File: src/rtl/core/cpa_pkg.sv
package cpa_pkg;

  // Sizing of the allocator.
  localparam int NUM_PORTS    = 8;
  localparam int NUM_STATIONS = 4;
  localparam int WEIGHT_BITS  = 32;

  // The capable-port mask is eight bits wide, so at most eight ports take part.
  localparam int MASK_BITS  = 8;
  localparam int PORT_W     = 3;
  localparam int PORT_LIMIT = (NUM_PORTS < MASK_BITS) ? NUM_PORTS : MASK_BITS;
  localparam int ST_W       = (NUM_STATIONS > 1) ? $clog2(NUM_STATIONS) : 1;

  // Counter widths.
  localparam int SLOT_W  = 8;
  localparam int STALL_W = 24;
  localparam int CYC_W   = 16;
  localparam logic [STALL_W-1:0] STALL_MAX = {STALL_W{1'b1}};
  localparam logic [SLOT_W-1:0]  SLOT_MAX  = {SLOT_W{1'b1}};

  // Transaction kinds.
  localparam logic [1:0] KIND_ALLOC   = 2'd0;
  localparam logic [1:0] KIND_ISSUE   = 2'd1;
  localparam logic [1:0] KIND_DEALLOC = 2'd2;
  localparam logic [1:0] KIND_TICK    = 2'd3;

  // Register indexes on the configuration port.
  localparam logic [1:0] REG_PORT_MAP = 2'd0;
  localparam logic [1:0] REG_CAPACITY = 2'd1;
  localparam logic [1:0] REG_DISPATCH = 2'd2;

  // Register reset values.
  localparam logic [15:0] MAP_RESET      = 16'hFA50;
  localparam logic [31:0] CAPACITY_RESET = 32'h10101010;
  localparam logic [31:0] DISPATCH_RESET = 32'h02020202;

  // One port's bid into the selection tree.
  typedef struct packed {
    logic                   req;
    logic                   ok;
    logic [STALL_W-1:0]     stall;
    logic [SLOT_W-1:0]      space;
    logic [WEIGHT_BITS-1:0] weight;
    logic [PORT_W-1:0]      port;
  } cand_t;

  // Outcome of one selection.
  typedef struct packed {
    logic              any;
    logic              have;
    logic [PORT_W-1:0] best;
  } pick_t;

  // Station that a port feeds; an out-of-range station number wraps.
  function automatic logic [ST_W-1:0] station_of(input logic [15:0] map,
                                                 input logic [PORT_W-1:0] port);
    logic [1:0] s;
    s = map[{port, 1'b0} +: 2];
    return ST_W'(s % NUM_STATIONS);
  endfunction

endpackage

File: src/rtl/core/cpa_select.sv
module cpa_select (
  input  cpa_pkg::cand_t [cpa_pkg::MASK_BITS-1:0] cands,
  output cpa_pkg::pick_t                          pick
);
  import cpa_pkg::*;

  // Heap-ordered tournament: nodes 1..7 are winners, 8..15 the leaves.
  cand_t node [1:2*MASK_BITS-1];
  logic [PORT_W-1:0] first_port;
  logic              any_req;

  // On a full tie the lower-indexed (left) entrant stays, as in a linear scan.
  function automatic logic right_wins(input cand_t a, input cand_t b);
    logic r;
    if (!b.ok) begin
      r = 1'b0;
    end else if (!a.ok) begin
      r = 1'b1;
    end else if (b.stall != a.stall) begin
      r = b.stall < a.stall;
    end else if (b.space != a.space) begin
      r = b.space > a.space;
    end else begin
      r = b.weight < a.weight;
    end
    return r;
  endfunction

  genvar g;
  generate
    for (g = 0; g < MASK_BITS; g++) begin : g_leaf
      assign node[MASK_BITS + g] = cands[g];
    end
    for (g = MASK_BITS - 1; g >= 1; g--) begin : g_node
      assign node[g] = right_wins(node[2*g], node[2*g+1]) ? node[2*g+1] : node[2*g];
    end
  endgenerate

  // Fallback: lowest requesting port.
  always_comb begin
    first_port = '0;
    any_req    = 1'b0;
    for (int i = MASK_BITS - 1; i >= 0; i--) begin
      if (cands[i].req) begin
        first_port = PORT_W'(i);
        any_req    = 1'b1;
      end
    end
  end

  assign pick.any  = any_req;
  assign pick.have = node[1].ok;
  assign pick.best = node[1].ok ? node[1].port : first_port;

endmodule

File: src/rtl/core/capacity_aware_port_allocator_core.sv
// Channel        | Ports                                            | Handshake
// ---------------+--------------------------------------------------+---------------------------
// Request        | in_kind, in_capable_ports, in_target_port,       | start high, busy low
//                | in_stall_cycles                                  |
// Result         | out_chosen_port, out_found_free, out_error       | out_valid, one cycle
// Configuration  | psel, penable, pwrite, paddr, pwdata, prdata     | APB, pready always high
//
// A transaction is captured in the input register and its result appears in the cycle after,
// for one cycle, with out_valid; one transaction is taken every cycle.
// The port selection tree plus the counter update sit between the input register and the
// result and state registers.
// busy stays low; the receiver cannot stall the result path.
// rst_n is synchronous and active low; it clears all counters and weights and loads the
// register reset values.
module capacity_aware_port_allocator_core (
  input  logic                            clk,
  input  logic                            rst_n,
  input  logic                            start,
  output logic                            busy,
  input  logic [1:0]                      in_kind,
  input  logic [cpa_pkg::MASK_BITS-1:0]   in_capable_ports,
  input  logic [cpa_pkg::PORT_W-1:0]      in_target_port,
  input  logic [cpa_pkg::CYC_W-1:0]       in_stall_cycles,
  output logic                            out_valid,
  output logic [cpa_pkg::PORT_W-1:0]      out_chosen_port,
  output logic                            out_found_free,
  output logic                            out_error,
  input  logic                            psel,
  input  logic                            penable,
  input  logic                            pwrite,
  input  logic [3:0]                      paddr,
  input  logic [31:0]                     pwdata,
  output logic [31:0]                     prdata,
  output logic                            pready
);
  import cpa_pkg::*;

  // Configuration registers.
  logic [15:0] map_r;
  logic [31:0] cap_r;
  logic [31:0] rate_r;
  logic        cfg_wr;

  // Input register.
  logic                 req_v_r;
  logic [1:0]           kind_r;
  logic [MASK_BITS-1:0] mask_r;
  logic [PORT_W-1:0]    tgt_r;
  logic [CYC_W-1:0]     stall_r;

  // Allocator state.
  logic [SLOT_W-1:0]      slots_r    [NUM_STATIONS];
  logic [SLOT_W-1:0]      slots_nxt  [NUM_STATIONS];
  logic [STALL_W-1:0]     stall_r2   [NUM_STATIONS];
  logic [STALL_W-1:0]     stall_nxt  [NUM_STATIONS];
  logic [SLOT_W-1:0]      disp_r     [NUM_STATIONS];
  logic [SLOT_W-1:0]      disp_nxt   [NUM_STATIONS];
  logic [WEIGHT_BITS-1:0] weight_r   [NUM_PORTS];
  logic [WEIGHT_BITS-1:0] weight_nxt [NUM_PORTS];

  // Per-station status.
  logic              st_ok    [NUM_STATIONS];
  logic [SLOT_W-1:0] st_space [NUM_STATIONS];
  logic              st_empty [NUM_STATIONS];
  logic              st_under [NUM_STATIONS];

  cand_t [MASK_BITS-1:0] cands;
  pick_t                 pick;

  logic [ST_W-1:0] best_st;
  logic [ST_W-1:0] tgt_st;
  logic            tgt_ok;
  logic            is_alloc;
  logic            is_rel;
  logic            is_tick;
  logic            alloc_go;
  logic            rel_err;
  logic            rel_go;

  // Configuration port: zero-wait writes and reads.
  assign pready = 1'b1;
  assign cfg_wr = psel & penable & pwrite;

  always_comb begin
    case (paddr[3:2])
      REG_PORT_MAP: prdata = {16'd0, map_r};
      REG_CAPACITY: prdata = cap_r;
      REG_DISPATCH: prdata = rate_r;
      default:      prdata = 32'd0;
    endcase
  end

  always_ff @(posedge clk) begin
    if (!rst_n) begin
      map_r  <= MAP_RESET;
      cap_r  <= CAPACITY_RESET;
      rate_r <= DISPATCH_RESET;
    end else if (cfg_wr) begin
      case (paddr[3:2])
        REG_PORT_MAP: map_r  <= pwdata[15:0];
        REG_CAPACITY: cap_r  <= pwdata;
        REG_DISPATCH: rate_r <= pwdata;
        default: ;
      endcase
    end
  end

  // A new transaction is taken every cycle.
  assign busy = 1'b0;

  always_ff @(posedge clk) begin
    if (!rst_n) begin
      req_v_r <= 1'b0;
    end else begin
      req_v_r <= start & ~busy;
    end
  end

  always_ff @(posedge clk) begin
    if (start & ~busy) begin
      kind_r  <= in_kind;
      mask_r  <= in_capable_ports;
      tgt_r   <= in_target_port;
      stall_r <= in_stall_cycles;
    end
  end

  // Station status: free slot, dispatch budget, and release checks.
  genvar gs, gp;
  generate
    for (gs = 0; gs < NUM_STATIONS; gs++) begin : g_st
      logic [SLOT_W-1:0] cap_b;
      logic [SLOT_W-1:0] rate_b;
      assign cap_b  = cap_r[8*(gs%4) +: 8];
      assign rate_b = rate_r[8*(gs%4) +: 8];
      assign st_ok[gs]    = (slots_r[gs] < cap_b) && (disp_r[gs] < rate_b);
      assign st_space[gs] = cap_b - slots_r[gs];
      assign st_empty[gs] = (slots_r[gs] == '0);
      assign st_under[gs] = (stall_r2[gs] < STALL_W'(stall_r));
    end

    // One bid per port; ports past the port count never request.
    for (gp = 0; gp < MASK_BITS; gp++) begin : g_cand
      if (gp < PORT_LIMIT) begin : g_real
        logic [ST_W-1:0] st;
        assign st = station_of(map_r, PORT_W'(gp));
        assign cands[gp].req    = mask_r[gp];
        assign cands[gp].ok     = mask_r[gp] & st_ok[st];
        assign cands[gp].stall  = stall_r2[st];
        assign cands[gp].space  = st_space[st];
        assign cands[gp].weight = weight_r[gp];
        assign cands[gp].port   = PORT_W'(gp);
      end else begin : g_none
        assign cands[gp] = '0;
      end
    end
  endgenerate

  cpa_select u_select (
    .cands (cands),
    .pick  (pick)
  );

  // Decode the transaction and its checks.
  assign is_alloc = req_v_r && (kind_r == KIND_ALLOC);
  assign is_rel   = req_v_r && ((kind_r == KIND_ISSUE) || (kind_r == KIND_DEALLOC));
  assign is_tick  = req_v_r && (kind_r == KIND_TICK);
  assign best_st  = station_of(map_r, pick.best);
  assign tgt_st   = station_of(map_r, tgt_r);
  assign tgt_ok   = (32'(tgt_r) < PORT_LIMIT);
  assign alloc_go = is_alloc & pick.any;
  assign rel_err  = !tgt_ok || st_empty[tgt_st] || st_under[tgt_st];
  assign rel_go   = is_rel & ~rel_err;

  // Next station counters.
  always_comb begin
    logic [STALL_W:0] sum;
    for (int i = 0; i < NUM_STATIONS; i++) begin
      slots_nxt[i] = slots_r[i];
      stall_nxt[i] = stall_r2[i];
      disp_nxt[i]  = disp_r[i];
      sum = {1'b0, stall_r2[i]} + (STALL_W+1)'(stall_r);
      if (alloc_go && (best_st == ST_W'(i))) begin
        if (slots_r[i] != SLOT_MAX) slots_nxt[i] = slots_r[i] + 1'b1;
        if (disp_r[i] != SLOT_MAX)  disp_nxt[i]  = disp_r[i] + 1'b1;
        stall_nxt[i] = sum[STALL_W] ? STALL_MAX : sum[STALL_W-1:0];
      end
      if (rel_go && (tgt_st == ST_W'(i))) begin
        slots_nxt[i] = slots_r[i] - 1'b1;
        stall_nxt[i] = stall_r2[i] - STALL_W'(stall_r);
      end
      if (is_tick) begin
        disp_nxt[i] = '0;
      end
    end
  end

  // Next port weights; they wrap both ways.
  always_comb begin
    for (int i = 0; i < NUM_PORTS; i++) begin
      weight_nxt[i] = weight_r[i];
      if (alloc_go && (32'(pick.best) == i)) begin
        weight_nxt[i] = weight_r[i] + 1'b1;
      end
      if (rel_go && (kind_r == KIND_DEALLOC) && (32'(tgt_r) == i)) begin
        weight_nxt[i] = weight_r[i] - 1'b1;
      end
    end
  end

  always_ff @(posedge clk) begin
    if (!rst_n) begin
      for (int i = 0; i < NUM_STATIONS; i++) begin
        slots_r[i]  <= '0;
        stall_r2[i] <= '0;
        disp_r[i]   <= '0;
      end
      for (int i = 0; i < NUM_PORTS; i++) begin
        weight_r[i] <= '0;
      end
    end else begin
      slots_r  <= slots_nxt;
      stall_r2 <= stall_nxt;
      disp_r   <= disp_nxt;
      weight_r <= weight_nxt;
    end
  end

  // Result register.
  always_ff @(posedge clk) begin
    if (!rst_n) begin
      out_valid <= 1'b0;
    end else begin
      out_valid <= req_v_r;
    end
  end

  always_ff @(posedge clk) begin
    out_chosen_port <= alloc_go ? pick.best : '0;
    out_found_free  <= alloc_go & pick.have;
    out_error       <= (is_alloc & ~pick.any) | (is_rel & rel_err);
  end

endmodule
File: config.mk
export PLATFORM = sky130hd
export DESIGN_NAME = capacity_aware_port_allocator_core
export DESIGN_NICKNAME = d
export VERILOG_FILES = /design/src/rtl/core/cpa_pkg.sv /design/src/rtl/core/cpa_select.sv /design/src/rtl/core/capacity_aware_port_allocator_core.sv
export SDC_FILE = /design/constraint.sdc
export NUM_CORES = 2
export LEC_CHECK = 0
export BUFFER_PORTS_ARGS = -buffer_cell sky130_fd_sc_hd__buf_2
export CORE_MARGIN = 2
export CORE_UTILIZATION = 40
export CTS_BUF_LIST = sky130_fd_sc_hd__clkbuf_8 sky130_fd_sc_hd__clkbuf_16
export DETAILED_ROUTE_END_ITERATION = 12
export PLACE_DENSITY = 0.66
export SYNTH_ARGS = -nofsm -noshare
export SYNTH_HDL_FRONTEND = slang
export SYNTH_HIERARCHICAL = 1
export SYNTH_SLANG_ARGS = --single-unit
File: constraint.sdc
create_clock -name clk -period 15.1 [get_ports clk]
set_input_delay 3.02 -clock clk [delete_from_list [all_inputs] [get_ports clk]]
set_output_delay 3.02 -clock clk [all_outputs]
set_load 0.05 [all_outputs]
==> results.tsv <==
stage	metric	value	unit
placement	pre-CTS setup slack	0.664	ns
floorplanning	core area	157000	sq um
clock_tree	CTS sink count	532	
timing	Final Cycle Share	0.946	
placement	DPL Wire Length	157000	microns
clock_tree	root buffer cell	clkbuf_16	
timing	setup TNS	0	ns
global_route	gr usage total	0.241	
yosys	Primary FF master, synth	dfxtp_1	
global_route	gr ovfl total	0	
global_route	largest net degree at the start of global routing	115	
timing	Max Clock Freq	0.0700	GHz
floorplanning	Initial Utilization	0.404	
drt	via/cell ratio	6.00	
cells_and_area	Net count, final	8811	
drt	DRT iter0 DRCs	5184	
min_path	hold crit path type	reg -> reg	
cells_and_area	Area Overhead vs Synth	8.92	%
clock_tree	CTS HTree Levels	3	
floorplanning	die width	401	microns
timing	worst slew pin tran	1.13	ns
floorplanning	# IOs	111	
yosys	number of flops mapped to enable cells by yosys	29	
yosys	register area share after synthesis	0.173	
cells_and_area	fin area	68800	sq um
setup_path	Worst Path Buf+Inv	3	
timing	crit path time final	14.28	ns
run_status	status	completed	
setup_path	crit path DAT	14.89	ns
setup_path	nature of the critical path endpoint	register	
timing	worst setup margin	0.822	ns
placement	Placer Congestion	0.955	
yosys	Post-Synthesis Cells	7823	
global_route	initial antenna violation count	4	
placement	input/output buffers	106	
floorplanning	Die Ht	401	microns
setup_path	most used cell, CP	a21oi_1	
placement	Placed Area	66300	sq um
yosys	Synth cell types	100	
setup_path	critical path launch point type	register	
timing	Final setup violation count	0	
timing	RSZ-0062 raised after global routing	no	
yosys	Synth Register Bits	532	
drt	# DRC	0	
yosys	Synth Area per Inst	8.08	sq um
setup_path	CP top delay family	compound AO/OA/AOI/OAI gates	
setup_path	Critical Path Max Stage Delay	0.92	ns
yosys	Synth Cell Area	63200	sq um
timing	Hold Vio Cnt, Final	0	
setup_path	Setup CP Type	reg -> reg	
setup_path	Max stage delay cell, worst path	a22oi_1	
drt	WL/cell	20.2	microns
drt	vias after detailed routing	59600	
cells_and_area	layout cells sized above 1	0.103	
setup_path	crit-path max FO	31	
global_route	vias in the first global route	56700	
run	MaxCap Viol Count	0	
floorplanning	Rows	145	
clock_tree	CTS buffer count	72	
setup_path	CP Data Required Time	15.71	ns
global_route	first-pass GRT wire length	313000	microns
drt	final wirelength	201000	microns
clock_tree	Max Root-Sink Buffers	3	
clock_tree	clock insertion delay at the later pin of the skew report	0.70	ns
timing	clk_skew	0.0564	ns
cells_and_area	final-layout fill cell count	15400	
floorplanning	die area	161000	sq um
yosys	async set-reset flop share out of synthesis	0	
yosys	Ys Warns	6	
drt	DRT Pass-1 Iters	8	
clock_tree	Post-CTS Hold Buffers	0	
drt	Detail Route Antenna Nets	0	
clock_tree	CTS tree	done	
timing	Slew headroom	0.247	
timing	Final Slew Violations	0	
clock_tree	Worst-path clk slew	0.07	ns
-- metal layers --
layer | share of wire | GRT usage | routed length (microns) | up-vias
li1 | - | - | - | 28800
met1 | 0.43 | 0.309 | 85900 | 28400
met2 | 0.46 | 0.401 | 92200 | 2023
met3 | 0.063 | 0.0278 | 12700 | 446
met4 | 0.050 | 0.117 | 10100 | 2
met5 | 0.000085 | 0 | 17 | -
-- placed cells by master (no fill, tap or decap), drive strengths merged, types with 74 or more instances in the layout --
cell    synthesis  routed
xor2          105     105
nand4         153     153
a21oi         840     840
nand3         139     139
inv           574     591
clkbuf        228      79
o21ai         467     467
nor2          570     570
nor2b          94      94
dfxtp         503     503
mux2i         244     244
a21o          219     219
buf           142     265
nand2b        117     117
a211oi        105     105
ha            900     900
nand2         805     805
xnor2         191     191
mux4          272     272
o21a           76      76
o21bai         74      74
nor3          118     118
-- state kept, by name, indices dropped and copies added, names as in the netlist --
register	cells
cands	256
cap_r	32
disp_r	32
kind_r	2
map_r	16
mask_r	8
out_chosen_port	3
out_error	1
out_found_free	1
out_valid	1
rate_r	32
req_v_r	1
slots_r	32
stall_r	16
stall_r2	96
tgt_r	3
-- cell type report --
type	instances	area [sq um]	share of cell area
Clock inverter	51	529	0.00769
Antenna cell	2	5.00	0.0000727
Sequential cell	532	11000	0.159
Multi-Input combinational cell	6369	48800	0.709
Inverter	576	2170	0.0315
Timing Repair Buffer	265	1890	0.0275
Tap cell	2058	2570	0.0374
Clock buffer	79	1900	0.0276
-- timing repair --
item | in CTS | in global routing
setup endpoints to repair | 0 | 222
buffers inserted | 0 | 2
gates resized for setup | 0 | 4
hold endpoints to repair | 0 | 0
-- logic make-up after synthesis --
logic type,share of synthesized area
AND/OR/NAND/NOR,0.169
AO/OA/AOI/OAI,0.224
buffers and inverters,0.0586
adder cells (fa/ha/maj),0.186
multiplexers,0.148
flip-flops,0.173
XOR/XNOR,0.0410
other,0.000119
-- synthesized netlist by cell type, types with 78 or more instances --
cell type  instances  area share
mux4_2           272       0.097
a21oi_1          840       0.067
dfxtp_1          503        0.16
nand2_1          805       0.048
xnor2_1          191       0.026
a211oi_1         105       0.012
inv_1            574       0.034
o21ai_1           78      0.0062
o21ai_0          388       0.031
nor2_1           570       0.034
nand4_1          153       0.015
ha_1             900        0.18
nor2b_1           94      0.0093
nand2b_1         117       0.012
nor3_1           113      0.0090
xor2_1           105       0.015
clkbuf_1         228       0.014
mux2i_1          243       0.038
nand3_1          139       0.011
a21o_1           219       0.026
-- tightest hold or removal path, delay by kind of cell, from the launching register on --
kind	cells	cell delay (ns)
flops	1	0.31
simple gates	1	0.05
compound gates	1	0.05
-- path summary, 6_finish.rpt --
check | from | endpoint | slack (ns) | cells past startpoint
hold / removal | rate_r[10] | rate_r[10] | 0.47 | 2
hold reg to reg | rate_r[10] | rate_r[10] | 0.47 | 2
setup / recovery | slots_r[25] | disp_r[21] | 0.82 | 49
setup reg to reg | slots_r[25] | disp_r[21] | 0.82 | 49
-- through the flow --
step	util	hold WS (ns)	std cells
floorplan	-	0.446	7847
global placement	0.424	0.458	9798
detailed placement	0.424	0.463	9798
CTS	0.439	0.471	9928
global route	0.440	0.488	9930
finish	0.440	0.470	9932
Power is left out: the tool's default activity adds up to more than one toggle a clock period on the data nets, which glitch-free logic cannot reach.
